`config.mk`:
```
export PLATFORM = sky130hd
export DESIGN_NAME = iprt_front
export DESIGN_NICKNAME = d
export VERILOG_FILES = /design/src/hdl/iprt_pkg.sv /design/src/hdl/iprt_front.sv
export SDC_FILE = /design/constraint.sdc
export NUM_CORES = 1
export LEC_CHECK = 0
export BUFFER_PORTS_ARGS = -buffer_cell sky130_fd_sc_hd__buf_2
export CAP_MARGIN = 0
export CORE_MARGIN = 4
export CORE_UTILIZATION = 30
export DETAILED_ROUTE_END_ITERATION = 10
export GPL_ROUTABILITY_DRIVEN = 0
export GPL_TIMING_DRIVEN = 0
export MAX_ROUTING_LAYER = met4
export SLEW_MARGIN = 10
export SYNTH_ARGS = -nofsm -noshare
export SYNTH_HDL_FRONTEND = slang
export SYNTH_SLANG_ARGS = --single-unit
```
`constraint.sdc`:
```
create_clock -name clk -period 3.1 [get_ports clk]
set_input_delay 0.155 -clock clk [delete_from_list [all_inputs] [get_ports clk]]
set_output_delay 0.155 -clock clk [all_outputs]
set_load 0.02 [all_outputs]
```
`src/hdl/iprt_pkg.sv`:
```
// ----------------------------------------------------------------------------
// iprt_pkg
// Shared types and constants of the address range table lookup.
// ----------------------------------------------------------------------------
`default_nettype none

package iprt_pkg;

  localparam int ADDR_W  = 32;
  localparam int ENTRY_W = 10;
  localparam int CFG_W   = 11;
  localparam int Q_DEPTH = 2;
  localparam int Q_PTR_W = (Q_DEPTH > 1) ? $clog2(Q_DEPTH) : 1;
  localparam int Q_CNT_W = $clog2(Q_DEPTH + 1);

  typedef enum logic {
    KIND_LOAD   = 1'b0,
    KIND_LOOKUP = 1'b1
  } kind_t;

  // a holds the range start of a load or the address of a lookup
  typedef struct packed {
    kind_t               kind;
    logic [ENTRY_W-1:0]  index;
    logic [ADDR_W-1:0]   a;
    logic [ADDR_W-1:0]   b;
  } item_t;

  typedef struct packed {
    logic  valid;
    item_t item;
  } fb_req_t;

endpackage

`default_nettype wire

```
`src/hdl/iprt_front.sv`:
```
// ----------------------------------------------------------------------------
// iprt_front
// Accepts items, drops loads outside the table and queues the rest.
// ----------------------------------------------------------------------------
`default_nettype none

module iprt_front import iprt_pkg::*; #(
  parameter int TABLE_DEPTH = 1024
) (
  input  wire logic               clk,
  input  wire logic               rst,
  input  wire logic               in_valid,
  output logic                    in_ready,
  input  wire logic               kind,
  input  wire logic [ENTRY_W-1:0] entry_index,
  input  wire logic [ADDR_W-1:0]  range_start,
  input  wire logic [ADDR_W-1:0]  range_end,
  input  wire logic [ADDR_W-1:0]  lookup_address,
  output fb_req_t                 req,
  input  wire logic               req_ready
);

  item_t              queue [Q_DEPTH];
  logic [Q_PTR_W-1:0] wr_ptr;
  logic [Q_PTR_W-1:0] rd_ptr;
  logic [Q_CNT_W-1:0] count;
  item_t              item_in;
  logic               load_ok;
  logic               push;
  logic               pop;

  assign in_ready = (count != Q_CNT_W'(Q_DEPTH));
  assign load_ok  = (32'(entry_index) < 32'(TABLE_DEPTH));

  always_comb begin
    item_in.kind  = (kind == KIND_LOOKUP) ? KIND_LOOKUP : KIND_LOAD;
    item_in.index = entry_index;
    item_in.a     = (kind == KIND_LOOKUP) ? lookup_address : range_start;
    item_in.b     = range_end;
  end

  // loads beyond the table are accepted and dropped here
  assign push = in_valid && in_ready && ((kind == KIND_LOOKUP) || load_ok);
  assign pop  = req.valid && req_ready;

  assign req = '{valid: (count != '0), item: queue[rd_ptr]};

  always_ff @(posedge clk) begin
    if (push) begin
      queue[wr_ptr] <= item_in;
    end
  end

  always_ff @(posedge clk) begin
    if (rst) begin
      wr_ptr <= '0;
      rd_ptr <= '0;
      count  <= '0;
    end else begin
      if (push) begin
        wr_ptr <= (wr_ptr == Q_PTR_W'(Q_DEPTH - 1)) ? '0 : wr_ptr + Q_PTR_W'(1);
      end
      if (pop) begin
        rd_ptr <= (rd_ptr == Q_PTR_W'(Q_DEPTH - 1)) ? '0 : rd_ptr + Q_PTR_W'(1);
      end
      if (push && !pop) begin
        count <= count + Q_CNT_W'(1);
      end else if (pop && !push) begin
        count <= count - Q_CNT_W'(1);
      end
    end
  end

endmodule

`default_nettype wire

```
# Word-level counts from Yosys, hierarchy flattened
# Memory sizes are Yosys's and may differ from the RTL's. A register that Yosys moved wholly into a read port is not among the register bits.
# Index checks and enable logic that the tools add are counted.
[classes]
n_div = 0
add_sub_neg = 4
n_reduce_logical = 8
bitwise = 0
multipliers = 0
order_cmp = 0
n_mux = 10
shifts = 0
eq_ne = 1
[ops]
columns = ["op", "n"]
rows = [
  ["$mux W32", 1],
  ["$mux W1", 7],
  ["$logic_and A1 B1 Y1", 4],
  ["$mux W2", 2],
  ["$reduce_bool A2 Y1", 2],
  ["$add A1 B1 Y1 const B", 2],
  ["$add A2 B1 Y2 const B", 1],
  ["$logic_not A1 Y1", 2],
  ["$ne A2 B2 Y1 const B", 1],
  ["$sub A2 B1 Y2 const B", 1],
]
[word_totals]
mem_bits_rw = 150
mem_bits_ro = 0
memories = 1
latchBits = 0
regBits = 4
[mem_list]
columns = ["name", "depth", "word_bits", "read_ports", "rd_ports_with_merged_regs", "write_ports", "line_no", "rtl"]
rows = [
  ["queue", 2, 75, 1, 1, 1, "iprt_front.sv:23", "item_t queue [Q_DEPTH];"],
]

# Depth between registers and ports, before layout
# Gate-level depths: netlist of run 1.
[depth]
ltp_word = 6
mapped_depth = 6
depth_no_buf = 6

# Worst setup path after synthesis of run 1
# No wires, ideal clock.
[synth_timing]
path_type = "register to register"
start = "reg count[0]"
end = "mem queue[1][0] (netlist name) (enable)"
path_stages_with_launch = 3
t_arrival_ns = 2.528
slack_ns = 0.130
synth_period_minus_slack_ns = 2.970
setup_ns = 0.442
n_path_buf = 0
path_cell_list = "dfxtp_1 nand2b_1 and3_1"
[synth_via]
elab_chain_len = 4
[synth_rtl]
columns = ["item", "line_no", "rtl"]
rows = [
  ["start, declared", "iprt_front.sv:26", "logic [Q_CNT_W-1:0] count;"],
  ["start signal, assigned", "iprt_front.sv:67", "count <= count + Q_CNT_W'(1);"],
  ["start signal, assigned", "iprt_front.sv:69", "count <= count - Q_CNT_W'(1);"],
  ["$ne A2 B2 Y1", "iprt_front.sv:32", "assign in_ready = (count != Q_CNT_W'(Q_DEPTH));"],
  ["via in_ready", "iprt_front.sv:13", "output logic in_ready,"],
  ["$logic_and A1 B1 Y1", "iprt_front.sv:43", "assign push = in_valid && in_ready && ((kind == KIND_LOOKUP) || load_ok);"],
  ["$mux W1", "iprt_front.sv:49", "if (push) begin"],
  ["$mux W1 (implied by the code)", "iprt_front.sv:50", "queue[wr_ptr] <= item_in;"],
  ["end, declared", "iprt_front.sv:23", ""],
]
# The timed path passes the listed nets, and every way through them passes these cells.

# Worst setup path after layout of run 1
[layout_timing]
start = "reg count[0]"
end = "mem queue[0][40] (netlist name) (enable)"
[layout_via]
elab_chain_len = 4
[layout_rtl]
columns = ["item", "line_no"]
rows = [
  ["$ne A2 B2 Y1", "iprt_front.sv:32"],
  ["$logic_and A1 B1 Y1", "iprt_front.sv:43"],
  ["$mux W1", "iprt_front.sv:49"],
  ["$mux W1 (implied by the code)", "iprt_front.sv:50"],
]
# Every way passes these cells.

==> results of run 1 <==
through the flow:
step	util	worst slack [ns]
3_3_place_gp	0.372	-0.813
6_report	0.430	1.23
3_5_place_dp	0.375	1.18
4_1_cts	0.430	1.17
5_1_grt	0.430	1.10
2_1_floorplan	-	0.130
per-layer routing:
layer,vias to the layer above,routed length [um],track usage
met5,-,0,-
met4,0,86,0.0343
met3,6,865,0.0382
met2,117,6400,0.196
met1,1707,5460,0.136
li1,1665,-,-
path summary, 6_finish.rpt:
| kind | from | to | slack, ns |
|---|---|---|---|
| worst max-delay path | count[0] | queue[0][40] | 1.23 |
| worst min register to register | rd_ptr | flip-flop | 0.52 |
| worst min-delay path | lookup_address[24] | queue[1][56] | 0.06 |
| worst max register to register | count[0] | queue[0][40] | 1.23 |
power breakdown:
group,leakage (uW),internal [uW],total [uW],switching [uW]
logic,0.00146,768,1810,1040
registers,0.00144,2630,2690,67.3
clock network,0.000303,1300,2200,894
cell usage after synthesis (all sizes together):
master / number / area, sq um
nand3b: 1 / 7.51
ha: 1 / 12.5
dfxtp: 5 / 100
buf: 11 / 88.8
edfxtp: 150 / 4500
and2: 1 / 6.26
mux2: 107 / 1200
a21bo: 1 / 10.0
and3: 1 / 6.26
a21oi: 2 / 10.0
nor2: 3 / 11.3
o21ai: 2 / 10.0
nand2b: 1 / 6.26
or3: 1 / 6.26
inv: 1 / 3.75
or2: 1 / 6.26
clkbuf: 1 / 5.00
xor2: 3 / 26.3
kinds of logic after synthesis:
family / count (synthesis)
flops: 155
buf+inv: 13
mux: 107
fa+ha+maj: 1
simple gates: 9
compound gates: 5
xor+xnor: 3
state kept, by name, indices dropped and copies added (netlist names), named ones only:
register and count:
count 2, queue 150, wr_ptr 1, rd_ptr 1
area by class of cell:
cell class	instances	area (sq um)	area share
flip-flops and latches	155	4600	0.547
repair buffers	233	1420	0.169
multi-input cells	125	1330	0.158
clock buffers	17	425	0.0505
well taps	265	332	0.0394
clock inverters	15	208	0.0247
plain buffers	12	93.8	0.0111
inverters	1	6.26	0.000743
worst max-delay path, stage by stage, from the launching register on:
cell and delay [ns]:
dfxtp_1 0.41, nand2b_1 0.21, nand3b_1 0.17, inv_4 0.42
buf_12 0.30
==> metrics.yaml, run 1 <==
status:
  status: "finished, final reports clean"
floorplanning:
  die-width_um: 150
  die_area_sq_mm: 0.0224
  start_util: 0.308
  rows: 51
  core-area_sq_mm: 0.0196
  io_pins: 188
  dieHeight_um: 150
clocking:
  cts_buffers: 17
  cts.sinks: 155
  cts.htree.levels: 4
  clock_latency_ns: 0.41
  cts_hold_buf: 44
  post_cts_buffers: 0
  cts_tree: "built"
  cts_buffer_depth: 2
  cts-root-buf: "clkbuf_16"
  cts_resized: 0
  path_clk_slew_ns: 0.06
hold_path:
  holdPathStages: 2
  min_path_type: "input port to flip-flop"
timing:
  worst_pin_slew_ns: 0.532
  fmax_mhz: 536
  final_max_slew_viol_count: 0
  hold_violations: 0
  post-route-period-util: 0.602
  hold-worst-slack_ns: 0.0644
  finalSetupViolations: 0
  skew_ns: 0.00489
  rsz0062_at_grt: "no"
  finalCriticalPeriod_ns: 1.87
  tns_ns: 0
  slew_headroom: 0.645
worst_setup_path:
  end_kind: "flip-flop"
  path_class: "flip-flop to flip-flop"
  r2r.worst_path.cells: 4
  arrival_ns: 1.96
  worstPathRequired_ns: 3.20
  worst_setup_path_start_kind: "flip-flop"
  path_max_fanout: 39
cells_and_area:
  final_cell_mix: "buf_2 (192), edfxtp_1 (150), mux2_2 (105)"
  nFillCells: 1801
  area_delta_synth_final_pct: 39.8
  drive_gt1_frac: 0.613
  final_common_cell: "buf_2"
  n_antenna_cell: 0
  nNetsFinal: 657
  final_area_sq_mm: 0.00842
  fin_cells: 823
power:
  leakagePower_uw: 0.00320
  p_total_uw: 6700
  irDropWorstVdd_v: 0.000348
  power_density_mw_per_mm2: 796
placement:
  hpwl_um: 8830
  port_buffers: 187
  dpl-instance-area_sq_mm: 0.00735
  dp.cells: 747
synthesis:
  synth-seq-cells: 155
  synth.cell_area_sq_mm: 0.00603
  synthXorXnorAreaFrac: 0.00436
  synth_top_family_by_area: "multiplexers"
  yosys_warnings: 0
  syn_inst: 293
  yosysUniqueCellTypes: 21
  synthSimpleGateAreaFrac: 0.00831
  synthAdderAreaFrac: 0.00208
  synth.area.mux_share: 0.200
  synthesis.nets: 405
  synth_compound_area_frac: 0.00498
  syn_avg_cell_area_sq_um: 20.6
  ys_seq_area_frac: 0.764
detailed_routing:
  firstDrtPassIters: 4
  drtAntennaViolNets: 0
  drc_errors: 0
  vias: 3495
  wl_per_cell_um: 15.6
  viasPerCell: 4.25
  routed_wl_um: 12800
  drt_iter0_markers: 103
run:
  drv_cap: 0
global_routing:
  grt_max_degree: 44
  antenna_found_initial: 0
  grt_pass1_vias: 3840
  grt-ovfl-total: 0
  grt_usage: 0.117
  grt_pass1_wl_um: 19400
Note: power is estimated with default switching activity, not from simulation.
==> inputs of run 2 (changes only) <==
Clock period 3.1 ns to 1.56 ns, I/O delays scaled along.
==> run 2 against run 1 <==
Against the previous run:
- the flow now finishes with violations (negative setup slack)
- flip-flop and latch count did not move
- critical path type is now flip-flop to output pin
- via count rose by 10%
- critical path depth did not move
- final cell count rose by 9.0%
- largest power group unchanged
- cell area rose by 13%
==> metrics.yaml, run 2 (synthesized netlist as in run 1, its figures left out) <==
status:
  status: "finished with violations"
  violations: "negative setup slack"
clocking:
  cts_tree: "built"
  path_clk_slew_ns: 0.06  # about the same
  cts.htree.levels: 4  # unchanged
  cts.sinks: 155  # unchanged
  cts_buffers: 17  # unchanged
  cts_buffer_depth: 2  # unchanged
  clock_latency_ns: 0.41  # about the same
  cts-root-buf: "clkbuf_16"
floorplanning:
  die-width_um: 150  # unchanged
  io_pins: 188  # unchanged
  core-area_sq_mm: 0.0196  # unchanged
  rows: 51  # unchanged
  dieHeight_um: 150  # unchanged
  start_util: 0.308  # unchanged
  die_area_sq_mm: 0.0224  # unchanged
run:
  drv_cap: 0  # unchanged
timing:
  fmax_mhz: 599
  final_max_slew_viol_count: 0  # unchanged
  finalWorstSetupSlack_ns: -0.111  # -1.35 ns
  post-route-period-util: 1.07
  hold_violations: 0  # unchanged
  rsz0062_at_grt: "yes"
  worst_pin_slew_ns: 0.546  # +0.0146 ns
  skew_ns: 0.00550  # +0.000615 ns
  slew_headroom: 0.636  # -0.00973
  finalCriticalPeriod_ns: 1.67
  finalSetupViolations: 69  # +69
cells_and_area:
  top_regs: "queue: 150 flops, count: 2 flops"
  n_antenna_cell: 0  # unchanged
  area_delta_synth_final_pct: 58.5
  drive_gt1_frac: 0.566  # -0.0464
  post-route-util: 0.487  # +0.0575
  largest-register: "queue"
  final_cell_mix: "buf_2 (154), edfxtp_1 (150), dlygate4sd3_1 (106)"
  largest_reg_flops: 150  # unchanged
  nFillCells: 1664  # -7.6%
  final_common_cell: "buf_2"
  nNetsFinal: 731  # +11%
hold_path:
  min_path_type: "input port to flip-flop"
placement:
  port_buffers: 187  # unchanged
  post-place-ws_ns: -0.217  # -1.40 ns
  hpwl_um: 8800  # -0.35%
detailed_routing:
  drtAntennaViolNets: 0  # unchanged
  viasPerCell: 4.29  # +1.1%
  drc_errors: 0  # unchanged
  firstDrtPassIters: 4  # unchanged
  vias: 3850  # +10%
  wl_per_cell_um: 16.4  # +5.4%
  drt_iter0_markers: 95  # -7.8%
  routed_wl_um: 14700  # +15%
worst_setup_path:
  arrival_ns: 1.59  # -0.37 ns
  path_class: "flip-flop to output pin"
  end_kind: "output pin"
  path_max_fanout: 10  # -74%
  worstPathRequired_ns: 1.48  # -1.72 ns
  worst_setup_path_start_kind: "flip-flop"
global_routing:
  grt_pass1_vias: 4270  # +11%
  antenna_found_initial: 0  # unchanged
  grt-ovfl-total: 0  # unchanged
  grt_pass1_wl_um: 22100  # +14%
  grt_usage: 0.134  # +0.0170
  grt_max_degree: 40  # -9.1%
power:
  leakagePower_uw: 0.00370  # +15%
  power_density_mw_per_mm2: 1480  # +87%
  irDropWorstVdd_v: 0.000727  # +110%
## run 2: changes by cell type in the layout (fill, tap and decap cells not counted), sizes merged
cell	previous run	this run
buf	200	208
clkinv	4	6
clkinvlp	2	5
dlygate4sd3	44	106
and3	1	2
bufinv	3	2
inv	7	3
clkbuf	18	21
## run 2: layout make-up
cell class	count	area, sq um	share of cell area
Tap cell	265	332	0.0347
Sequential cell	155	4610	0.483
Multi-Input combinational cell	126	1460	0.153
Inverter	1	7.51	0.000786
Timing Repair Buffer	307	2410	0.252
Clock inverter	15	148	0.0155
Clock buffer	17	425	0.0445
Buffer	11	160	0.0168
## run 2: through the flow
stage / total power, uW / std cells / cell area (sq um) / setup TNS, ns / hold WS [ns]
floorplan: 7830 / 293 / 6040 / -73.61 / 0.143
global placement: 8960 / 745 / 7310 / -158.74 / 0.267
detailed placement: 9060 / 748 / 7370 / -9.97 / 0.270
CTS: 14100 / 897 / 9370 / -9.10 / 0.00347
global route: 14800 / 897 / 9550 / -9.24 / 0.00448
finish: 14200 / 897 / 9550 / -4.48 / 0.0201
## run 2: timing repair
item / 4_1_cts / 5_1_grt
setup buffers: 8 / 2
gates resized for setup: 65 / 60
endpoints found under the setup margin: 180 / 98
hold buffers: 106 / 0
gates cloned: 3 / 1
pin swaps: 2 / 1
endpoints found under the hold margin: 153 / 0
## run 2: critical path: stages, from the launching register on
cell	delay [ns]
dfxtp_4	0.37
buf_12	0.16
buf_12	0.15
mux2_2	0.34
buf_2	0.16
## run 2: path summary, 6_finish.rpt
kind / startpoint / to / slack [ns] / depth (start not counted)
worst max-delay path: flip-flop / req[17] / -0.11 / 4
worst min-delay path: range_start[27] / queue[1][59] / 0.02 / 2
worst max register to register: count[0] / count[1] / 0.07 / 6
worst min register to register: rd_ptr / flip-flop / 0.51 / 2
## run 2: report_power, final
group | total (uW) | switching [uW] | leakage, uW | internal, uW
Combinational | 4790 | 2340 | 0.00198 | 2460
Sequential | 5390 | 157 | 0.00144 | 5230
Clock | 3990 | 1640 | 0.000271 | 2350
Total | 14200 | 4140 | 0.00370 | 10000
## run 2: metal layers
| layer | vias up | part of all wire | track usage |
|---|---|---|---|
| met5 | - | 0 | - |
| met4 | 0 | 0.013 | 0.0421 |
| met3 | 17 | 0.061 | 0.0415 |
| met2 | 134 | 0.51 | 0.230 |
| met1 | 1893 | 0.41 | 0.151 |
| li1 | 1806 | - | - |
